`config.mk`:
```
export PLATFORM = sky130hd
export DESIGN_NAME = dmic_ram
export DESIGN_NICKNAME = d
export VERILOG_FILES = /design/src/rtl/core/dmic_ram.sv
export SDC_FILE = /design/constraint.sdc
export NUM_CORES = 1
export LEC_CHECK = 0
export BUFFER_PORTS_ARGS = -buffer_cell sky130_fd_sc_hd__buf_2
export CORE_ASPECT_RATIO = 0.5
export CORE_UTILIZATION = 30
export DETAILED_ROUTE_END_ITERATION = 7
export GPL_TIMING_DRIVEN = 1
export PLACE_DENSITY = 0.47
export SKIP_CTS_REPAIR_TIMING = 1
export SYNTH_ARGS = -nofsm -noshare
export SYNTH_HDL_FRONTEND = slang
export SYNTH_SLANG_ARGS = --single-unit
export TNS_END_PERCENT = 5
```
`constraint.sdc`:
```
create_clock -name clk -period 3.45 [get_ports clk]
set_input_delay 0.1725 -clock clk [delete_from_list [all_inputs] [get_ports clk]]
set_output_delay 0.1725 -clock clk [all_outputs]
set_load 0.05 [all_outputs]
```
`src/rtl/core/dmic_ram.sv`:
```
// ----------------------------------------------------------------------------
// dmic_ram
// Simple dual-port synchronous RAM: one write port, one read port with
// registered read data.
// ----------------------------------------------------------------------------
module dmic_ram #(
	parameter int WIDTH  = 8,
	parameter int DEPTH  = 16,
	parameter int ADDR_W = $clog2(DEPTH)
) (
	input  logic              clk,
	input  logic              we,
	input  logic [ADDR_W-1:0] waddr,
	input  logic [WIDTH-1:0]  wdata,
	input  logic [ADDR_W-1:0] raddr,
	output logic [WIDTH-1:0]  rdata
);

	logic [WIDTH-1:0] mem [DEPTH];

	always_ff @(posedge clk) begin
		if (we) begin
			mem[waddr] <= wdata;
		end
	end

	always_ff @(posedge clk) begin
		rdata <= mem[raddr];
	end

endmodule

```
Yosys cells after proc, flatten, opt, wreduce, memory -nomap -nowiden
Memory sizes are Yosys's and may differ from the RTL's. A register that Yosys moved wholly into a read port is not among the register bits.
Index checks and enable logic that the tools add are counted.
Word-level totals
  memories: 1
  output and inout port bits: 8
  register bits after elaboration: 0
  bits in writable memories: 128
Memories
  mem: words 16, bits a word 8, read ports 1, clocked after Yosys merged registers in 1, write ports 1, RTL line 19  | logic [WIDTH-1:0] mem [DEPTH];
Operators by class
  multiplexer cells: 2
Operators with widths (number)
  2-to-1 mux 1 bit: 2

Logic depth before layout (Yosys ltp)
  word-level depth: 2
  depth in mapped cells: 5

Least setup slack after synthesis
No wires, ideal clock.
  kind: input-to-reg
  start point: in waddr[2]
  end point: mem mem[0][0], enable pin
  stages on the path: 2
  arrival: 1282 ps
  path slack: 1785 ps
  library setup time: 383 ps
  required time: 3067 ps
  path through: or3b_2 -> nor3_1
RTL lines
  start: declaration: RTL line 13  | input logic [ADDR_W-1:0] waddr,
  end: declaration: RTL line 19
No word-level cell before the write port.

==> results.rst <==
.. list-table::
   :header-rows: 1

   * - Metric
     - Value
   * - Fin util
     - between 30% and 40%
   * - Cell with the biggest individual delay on the critical path
     - mux4_2
   * - Initial antenna violation count
     - 1
   * - Total inserted antenna cells
     - 0
   * - Via count of the first global-routing pass
     - between 2000 and 2500
   * - Number of max-capacitance violations reported
     - 0
   * - Shortest period the worst path allows
     - ~1600 ps
   * - Clock sink count
     - roughly 140
   * - Hold Crit Endpoint
     - mem[10][6]$_DFFE_PP_
   * - Hold crit path type
     - primary input to flip-flop
   * - Number of buffer cells added on primary ports
     - 25
   * - Starting Density
     - 31.1%
   * - Maximum single-stage delay on the critical path
     - ~530 ps
   * - Element type at the critical path end
     - flip-flop
   * - Iter 0 DRT Violations
     - 202
   * - Flip-flop cell with the highest count after synthesis
     - edfxtp_1
   * - RSZ-0062 raised after global routing
     - false
   * - Summed instance area of the synthesized netlist
     - just over 0.005 mm2
   * - Post-detail-place hpwl
     - between 6 and 7 mm
   * - Full die area
     - ~0.018 mm2
   * - Synth async-reset ratio
     - 0%
   * - Final Cycle Share
     - a little under half
   * - CTS max path bufs
     - 2
   * - Total of endpoints with negative setup slack in the final report
     - 0
   * - Leak
     - 1.99 nW
   * - Width of the chip
     - 187 um
   * - Sequential-to-total area share from yosys stat
     - 77.8%
   * - Endpoint of the lowest-slack register-to-register path
     - rdata[7]$_DFF_P_
   * - Number of nets in the synthesized netlist
     - approximately 250
   * - Nature of the critical path startpoint
     - primary input
   * - Internal reg-to-reg setup slack
     - just under 2000 ps
   * - Number of synthesis warnings
     - 0
   * - Share of the synthesized area in the top cell type
     - around 75%
   * - Weighted congestion reported at the end of routability-driven placement
     - approximately 0.73
   * - Top-count cell post-synth
     - edfxtp_1
   * - Avg Cell Area, Syn
     - ~22 um2
   * - Main area contributors after synthesis
     - edfxtp_1 (75%), mux4_2 (7.9%), mux4_1 (7.1%), dfxtp_1 (3.1%), a22oi_1 (2.3%)
   * - Vert. Die Dim
     - 94.6 um
   * - Global-route wire length before repair
     - around 16 mm
   * - Maximum ir drop on the vdd rail
     - 0.326 mV
   * - Final Hold Fails
     - 0
   * - Crit-path cells
     - buf_2, buf_4, mux4_2, a22oi_1, nand2_1
   * - Clock latency at the later pin of the worst-skew pair
     - 400 ps
   * - Worst hold path depth
     - 1
   * - Highest achievable clock rate
     - approximately 630 MHz
   * - Sum Neg Setup Slack
     - 0 ps
   * - Slew headroom
     - between 30% and 40%
   * - Final clock skew
     - 7.61 ps
   * - CP Data Required Time
     - between 3000 and 4000 ps
   * - CTS root buf
     - clkbuf_16
   * - Count of H-tree levels built during CTS
     - 4
   * - Cell Pwr Density
     - between 600 and 700 mW/mm2
   * - Average detailed-routed wire length per instance
     - between 20 and 25 um
   * - Clock slew at reported path FFs
     - 60 ps
   * - Global-route congestion overflow total
     - 0
   * - Remaining DRCs
     - 0
   * - Slew at the pin closest to its max-slew limit
     - 1040 ps
   * - Startpoint of the most critical hold path
     - wdata[6]
   * - Largest net degree at the start of global routing
     - 33
   * - Via count normalized by instance count
     - between 4 and 5
   * - Aggregate routed wire length
     - approximately 11 mm
   * - Synthesized instance count
     - 229
   * - Overall power consumption
     - 3.84 mW
   * - Cts bufs inserted
     - 17
   * - Share of layout cells above drive strength 1
     - 27.4%
   * - Leading area contributor after synthesis
     - edfxtp_1
   * - Slew Viols, Final
     - 0
   * - Post-synthesis register bit count
     - between 100 and 150
   * - Net count of the finished layout
     - between 200 and 300
   * - Vias
     - between 2000 and 2500
   * - Outcome
     - completed
   * - Post-layout instance area
     - between 0.006 and 0.007 mm2
   * - Count of different cell masters after synthesis
     - 19
   * - Layout filler cell count
     - 1506
   * - Cell row count
     - 33
   * - CTS tree
     - yes
   * - Endpoint arrival time on the critical path
     - ~1900 ps
   * - Core Footprint
     - between 0.015 and 0.02 mm2
   * - Count of boundary I/O pins
     - 26
   * - DRT antenna net count
     - 0
   * - CP max FO
     - 20
   * - Post-synth EDFFs
     - 128
   * - Area added between synthesis and finish
     - 18.5%
   * - Worst setup path class
     - primary input to flip-flop
   * - Detailed Routing Iterations Pass 1
     - 4
   * - Worst r2r src
     - mem[3][7]$_DFFE_PP_
   * - FF-to-FF path depth
     - 3
   * - Top cells by count, synth
     - edfxtp_1 (128), mux4_2 (18), a22oi_1 (16)
   * - Total cell area at the placement stage
     - between 0.005 and 0.006 mm2
   * - Aggregate global-route resource usage
     - 13.0%
-- final cells by class --
cell class	count	area [um2]	share of cell area, %
sequential	136	4000	65.6
clock inverter	14	158	2.58
multi-input combinational	83	1060	17.4
tap	227	284	4.66
clock buffer	18	429	7.04
timing repair buffer	30	163	2.67
-- stage by stage --
step | hold slack [ps] | setup slack, ps | instances
finish | 166 | 1860 | 508
global placement | 560 | 1410 | 476
detailed placement | 577 | 1390 | 476
global route | 158 | 1760 | 508
floorplan | 271 | 1780 | 229
CTS | 143 | 1840 | 508
-- worst max-delay path, delay by kind of cell --
family	cells	cell delay, ps
buffers and inverters	2	830
AOI/OAI and AO/OA	1	250
and+or+nand+nor	1	80
muxes	1	530
-- layer usage --
layer,vias to the layer above,GRT usage [%],wire (um)
met5,-,0,10
met4,2,5.33,87
met3,10,3.12,339
met2,45,19.5,4890
met1,1300,18.2,5330
li1,1054,-,-
-- cells by family after synthesis --
logic type	Yosys count	synth area share [%]
AO/OA/AOI/OAI	16	2.33
flip-flops	136	77.8
buffers and inverters	10	1.68
AND/OR/NAND/NOR	35	3.18
multiplexers	32	15.0
-- state kept, by name, indices dropped and copies added (netlist names) --
signal and cells:
rdata 8, mem 128
-- report_power, final --
| group | internal (mW) | switching, mW |
|---|---|---|
| combinational | 0.0680 | 0.139 |
| clock | 1.13 | 0.647 |
| sequential | 1.85 | 0.0101 |
-- how the worst max path moves through the flow --
stage | cells past startpoint | start | to
CTS | 5 | raddr[0] | rdata[3]$_DFF_P_
floorplan | 2 | waddr[2] | mem[0][0]$_DFFE_PP_
global placement | 5 | raddr[0] | rdata[3]$_DFF_P_
finish | 5 | raddr[0] | rdata[3]$_DFF_P_
global route | 5 | raddr[0] | rdata[4]$_DFF_P_
detailed placement | 5 | raddr[0] | rdata[3]$_DFF_P_
-- cell usage in the layout (no fill, tap or decap), drive strengths merged --
master    count
edfxtp      128
nor2b         1
nand2         9
and2          1
nand2b        2
and2b         1
mux4         32
a22oi        16
dfxtp         8
nand3         1
nand3b        2
or3b          1
bufinv        3
nor2         13
buf          30
nor3          4
clkinv        7
clkinvlp      4
clkbuf       18
No activity file was read; power rests on OpenSTA's default activity.
