### config.mk
export PLATFORM = sky130hd
export DESIGN_NAME = dmic_slot_update
export DESIGN_NICKNAME = d
export VERILOG_FILES = /design/src/rtl/core/dmic_pkg.sv /design/src/rtl/core/dmic_slot_update.sv
export SDC_FILE = /design/constraint.sdc
export NUM_CORES = 1
export LEC_CHECK = 0
export BUFFER_PORTS_ARGS = -buffer_cell sky130_fd_sc_hd__clkbuf_2
export CORE_AREA = 2 2 139 141
export DETAILED_ROUTE_END_ITERATION = 8
export DIE_AREA = 0 0 141 143
export PLACE_DENSITY_LB_ADDON = 0.1
export SKIP_LAST_GASP = 1
export SLEW_MARGIN = 20
export SYNTH_ARGS = -nofsm -noshare
export SYNTH_HDL_FRONTEND = slang
export SYNTH_SLANG_ARGS = --single-unit
### constraint.sdc
create_clock -name vclk -period 3.9
set_clock_uncertainty 0.05 [all_clocks]
set_input_delay 0.78 -clock vclk [all_inputs]
set_output_delay 0.78 -clock vclk [all_outputs]
set_load 0.01 [all_outputs]
### src/rtl/core/dmic_pkg.sv
// ----------------------------------------------------------------------------
// dmic_pkg
// Shared types and constants for the direct-mapped ID cache: slot layout,
// opcodes and the write-back and result records.
// ----------------------------------------------------------------------------
package dmic_pkg;

	// ENTRIES is a power of two; the index is the low bits of the folded key.
	localparam int ENTRIES     = 1024;
	localparam int IDX_W       = $clog2(ENTRIES);
	localparam int HANDLE_BITS = 32;
	localparam int HANDLE_W    = (HANDLE_BITS < 32) ? HANDLE_BITS : 32;
	localparam int KEY_W       = 64;
	localparam int FOLD_SHIFT  = 32;
	localparam int COUNT_W     = 16;
	localparam logic [COUNT_W-1:0] COUNT_MAX = '1;

	typedef enum logic [1:0] {
		OP_INSERT = 2'd0,
		OP_LOOKUP = 2'd1,
		OP_REMOVE = 2'd2
	} op_t;

	typedef struct packed {
		logic                valid;
		logic [COUNT_W-1:0]  count;
		logic [HANDLE_W-1:0] handle;
		logic [KEY_W-1:0]    key;
	} entry_t;

	localparam int ENTRY_W = $bits(entry_t);

	typedef struct packed {
		logic   wr;
		entry_t entry;
	} wb_t;

	typedef struct packed {
		logic        hit;
		logic [31:0] handle;
	} result_t;

	function automatic logic [IDX_W-1:0] slot_index(input logic [KEY_W-1:0] k);
		logic [FOLD_SHIFT-1:0] folded;
		folded = k[FOLD_SHIFT-1:0] | k[KEY_W-1:FOLD_SHIFT];
		return folded[IDX_W-1:0];
	endfunction

endpackage

### src/rtl/core/dmic_slot_update.sv
// ----------------------------------------------------------------------------
// dmic_slot_update
// Read-modify-write logic for one slot: works out the new slot contents and
// the lookup result from the slot as read and the request.
// ----------------------------------------------------------------------------
module dmic_slot_update (
	input  dmic_pkg::op_t           op,
	input  logic [63:0]             key,
	input  logic [31:0]             handle_in,
	input  logic                    already_present,
	input  dmic_pkg::entry_t        slot,
	output dmic_pkg::wb_t           wb,
	output dmic_pkg::result_t       res
);

	import dmic_pkg::*;

	logic key_zero;
	logic key_eq;
	logic [COUNT_W-1:0] cnt_dec;

	assign key_zero = (slot.key == '0);
	assign key_eq   = (slot.key == key);
	assign cnt_dec  = (slot.count == '0) ? '0 : slot.count - 1'b1;

	always_comb begin
		wb.wr      = 1'b0;
		wb.entry   = slot;
		res.hit    = 1'b0;
		res.handle = '0;
		case (op)
			OP_INSERT: begin
				if (!already_present && !(!key_zero && key_eq)) begin
					wb.wr = 1'b1;
					if (key_zero) begin
						wb.entry.key    = key;
						wb.entry.handle = HANDLE_W'(handle_in);
						wb.entry.count  = COUNT_W'(1);
						wb.entry.valid  = 1'b1;
					end else begin
						// different key in the slot: count it, drop the slot
						if (slot.count != COUNT_MAX) begin
							wb.entry.count = slot.count + 1'b1;
						end
						wb.entry.valid = 1'b0;
					end
				end
			end
			OP_LOOKUP: begin
				if (slot.valid && key_eq) begin
					res.hit    = 1'b1;
					res.handle = 32'(slot.handle);
				end
			end
			OP_REMOVE: begin
				wb.wr          = 1'b1;
				wb.entry.count = cnt_dec;
				if (cnt_dec == '0) begin
					wb.entry.key   = '0;
					wb.entry.valid = 1'b0;
				end
			end
			default: begin
				wb.wr = 1'b0;
			end
		endcase
	end

endmodule

* Word level (Yosys, flattened, before mapping) *
Cells that the tools add are included.

storage, ports and cells
  RAM bits = 0
  memories kept = 0
  bits of input ports = 212
  bits in read-only memories = 0
  bits in latches = 0
  word-level logic and storage cells = 29
  output and inout bits = 147
  flip-flop bits (word level) = 0

operators by class
  reduce and logical (&&, ||, !) cells = 10
  multiplexer cells = 13
  shift operators = 0
  div/mod/pow operators = 0
  equality and inequality tests = 4
  add/sub/neg operators = 2
  multipliers = 0
  magnitude comparators = 0
  bitwise gates (word level) = 0

operators by type and width
  kind                                                                  number
  64-bit case mux with 2 select lines                                   1
  114-bit 2-to-1 mux                                                    1
  96-bit 2-to-1 mux                                                     1
  33-bit 2-to-1 mux                                                     2
  64-bit == test                                                        1
  64-bit zero test                                                      1
  64-bit 2-to-1 mux                                                     1
  17-bit case mux with 2 select lines                                   1
  16-bit zero test                                                      2
  16-bit 2-to-1 mux                                                     2
  32-bit 2-to-1 mux                                                     1
  17-bit 2-to-1 mux                                                     1
  16-bit by 1-bit adder with 16-bit output, second input constant       1
  16-bit != test, second input constant                                 1
  16-bit by 1-bit subtractor with 16-bit output, second input constant  1
  1-bit logical AND                                                     3
  1-bit zero test                                                       3
  2-bit by 1-bit == test with 1-bit output, second input constant       1
  2-bit == test, second input constant                                  1
  2-bit zero test                                                       1
  1-bit case mux with 2 select lines                                    1
  1-bit 2-to-1 mux                                                      1

* Logic depth before layout (Yosys ltp) *
  depth in word-level cells = 7
  gate-level depth with buffers = 13
  mapped depth without buffers = 9

* Least setup slack after synthesis *
Ideal clock, no wire load.

  path type = input -> output
  start point = input port slot[96] in the netlist's numbering
  end point = output port wb[10] in the netlist's numbering
  path slack = -0.010 ns
  path buffers = 4
  cell stages on the path = 13
  arrival time = 3.080 ns
  required time = 3.070 ns
  cell sequence = inv_1 ha_1 or3b_1 buf_2 or3_1 buf_4 o31ai_4 o31ai_1 nor4_2 o211ai_1 buf_4 buf_6 a22o_1

RTL lines
  element          RTL line                RTL
  start, declared  dmic_slot_update.sv:11  input dmic_pkg::entry_t slot,
  end, declared    dmic_slot_update.sv:12  output dmic_pkg::wb_t wb,

==> impl_metrics.csv <==
group,metric,value,unit
synthesis,synth_seq_area_share,0,
place,portBuffers,359,
status,status,"finished with violations",
setup_path,end_kind,"output port",
floorplan,die-width,141,um
timing,timing.final.crit_period,4000,ps
synthesis,postSynthCellCount,492,
finish,mostFrequentLayoutCell,"clkbuf_2",
route,ant_nets,0,
global_route,grt_pass1_vias,5644,
global_route,grt_pass1_wl,34.2,mm
finish,clkbuf_count,0,
place,pre_cts_slack,-479,ps
status,violations,"negative setup slack",
worst_hold_path,min_path_type,"input pin to output port",
floorplan,die_area,20200,um2
timing,worst_slack,-97.1,ps
finish,seq_area,0,um2
finish,fin_area,7020,um2
setup_path,cp-startpoint,"slot[96]",
pwr,power_density,91.1,nW/um2
route,vias,5806,
run,cap_violations,0,
finish,drive_gt1_frac,0.607,
synthesis,ys_warn_count,0,
timing,totalNegativeSetupSlack,-4010,ps
route,viasPerCell,5.03,
timing,finalCritPeriodShare,1.02,
finish,seq_cells,0,
global_route,grt_start_max_net_pins,34,
worst_hold_path,hold_path_end,"wb[81]",
timing,hold_viol,0,
floorplan,core,18600,um2
synthesis,syn-cell-area,3470,um2
route,wl_per_cell,20.8,um
place,placement.cell_area,6200,um2
timing,max_slew_margin,0.671,
global_route,antenna_found_initial,3,
route,drt_pass1_iterations,4,
floorplan,placementRows,50,
floorplan,initial_utilization,0.187,
setup_path,setup.worst_path.class,"input pin to output port",
place,dp_hpwl,20.5,mm
worst_hold_path,hp-start,"handle_in[17]",
setup_path,required,3070,ps
route,wl,24.0,mm
synthesis,syn_avg_cell_area,7.06,um2
finish,fillers,2035,
worst_hold_path,hold_path_depth,3,
finish,syn_to_final_growth,102,%
synthesis,syn_nets,706,
floorplan,die_h,143,um
timing,worst_pin_slew,492,ps
timing,fmax,0.250,GHz
route,first_iter_violations,305,
timing,setup_viol,67,
pwr,peakVddDrop,0.0000486,V
timing,worst_hold_slack,1810,ps
timing,rsz0062_at_grt,"true",
finish,final_util,0.378,
global_route,overflow,0,
timing,final_max_slew_viol_count,0,
finish,layout_common_cells,"320 x clkbuf_2, 93 x buf_4, 63 x a22o_1, 59 x xnor2_1, 36 x buf_6",
route,drc,0,
global_route,grt_usage,0.218,
setup_path,worst_setup_path_start_kind,"input pin",
synthesis,synthDistinctLibCells,57,
finish,final_nets,1136,
place,gp_congestion,0.884,
pwr,p_leak,3.48,nW
setup_path,path_max_fanout,8,
setup_path,crit_arrival,3170,ps
finish,multiInputGateArea,3630,um2
floorplan,io_pins,359,
[cell usage after synthesis (all sizes together), types with 2 or more instances]
cell type,count,area (um2)
xnor2,66,578
a22o,64,561
and2,34,213
mux2,32,360
nor4,28,188
a21oi,27,135
nor2,27,106
clkbuf,26,97.6
nand4,25,156
buf,19,135
nand2,16,60.1
o21ai,14,70.1
nand3,11,55.1
nor3,11,55.1
or3,10,62.6
a31oi,8,50.1
and3,7,43.8
o31ai,7,80.1
inv,6,22.5
o211ai,5,37.5
or4,5,37.5
or2,4,25.0
nor3b,3,22.5
o21a,3,22.5
a21boi,2,15.0
a22oi,2,15.0
ha,2,25.0
nand2b,2,12.5
nand3b,2,15.0
nand4b,2,17.5
o311ai,2,17.5
o32ai,2,17.5
o41ai,2,17.5
[kinds of logic after synthesis]
logic type	Yosys count	synth area share
and+or+nand+nor	190	0.316
muxes	32	0.104
xor gates and xnor gates	67	0.169
buffers and inverters	51	0.0735
AOI/OAI and AO/OA	150	0.331
adders and majority gates	2	0.00720
[routing by layer]
layer	wire length, um	vias up	share of wire	global-route usage
li1	-	2782	-	-
met1	9720	2751	0.41	0.279
met2	12100	239	0.50	0.388
met3	1650	30	0.069	0.0426
met4	487	4	0.020	0.0363
met5	29	-	0.0012	0
[worst max-delay path: stages]
cell and delay [ps]:
buf_8 100, inv_6 50, ha_4 110, or3b_4 400, buf_6 130, or4_4 410
a21oi_2 130, o2111a_1 220, o211ai_1 120, buf_6 200, buf_12 150, a22o_1 200
clkbuf_8 150
[final cells by class]
type               instances  area share
well taps                234      0.0417
multi-input cells        441       0.517
diodes                     1    0.000357
repair buffers           473       0.437
inverters                  6     0.00392
[timing repair]
action / 4_1_cts / 5_1_grt
gates resized for setup: 37 / 123
hold buffers: 0 / 0
endpoints found under the hold margin: 0 / 0
buffers inserted: 2 / 7
pin swaps: 16 / 31
setup endpoints to repair: 80 / 144
gates cloned: 2 / 3
[through the flow]
| step | instances | power [W] |
|---|---|---|
| detailed placement | 1143 | 0.000574 |
| global route | 1155 | 0.000685 |
| finish | 1155 | 0.000640 |
| floorplan | 492 | 0.000241 |
| CTS | 1147 | 0.000594 |
| global placement | 1143 | 0.000578 |
[worst max-delay path by stage]
stage	end	cells after the start	slack, ps
floorplan	wb[11]	13	3
global placement	wb[55]	12	-460
detailed placement	wb[55]	12	-480
CTS	wb[55]	12	-220
global route	wb[54]	13	-180
finish	wb[54]	13	-100
[power by group]
group | switching [W] | internal [W] | total, W | leakage (nW)
logic | 0.000317 | 0.000322 | 0.000640 | 3.48
clock network | 0 | 0.0000000000344 | 0.0000000000344 | 0.00000634
registers | 0 | 0 | 0 | 0
(Power assumes the default switching activity.)
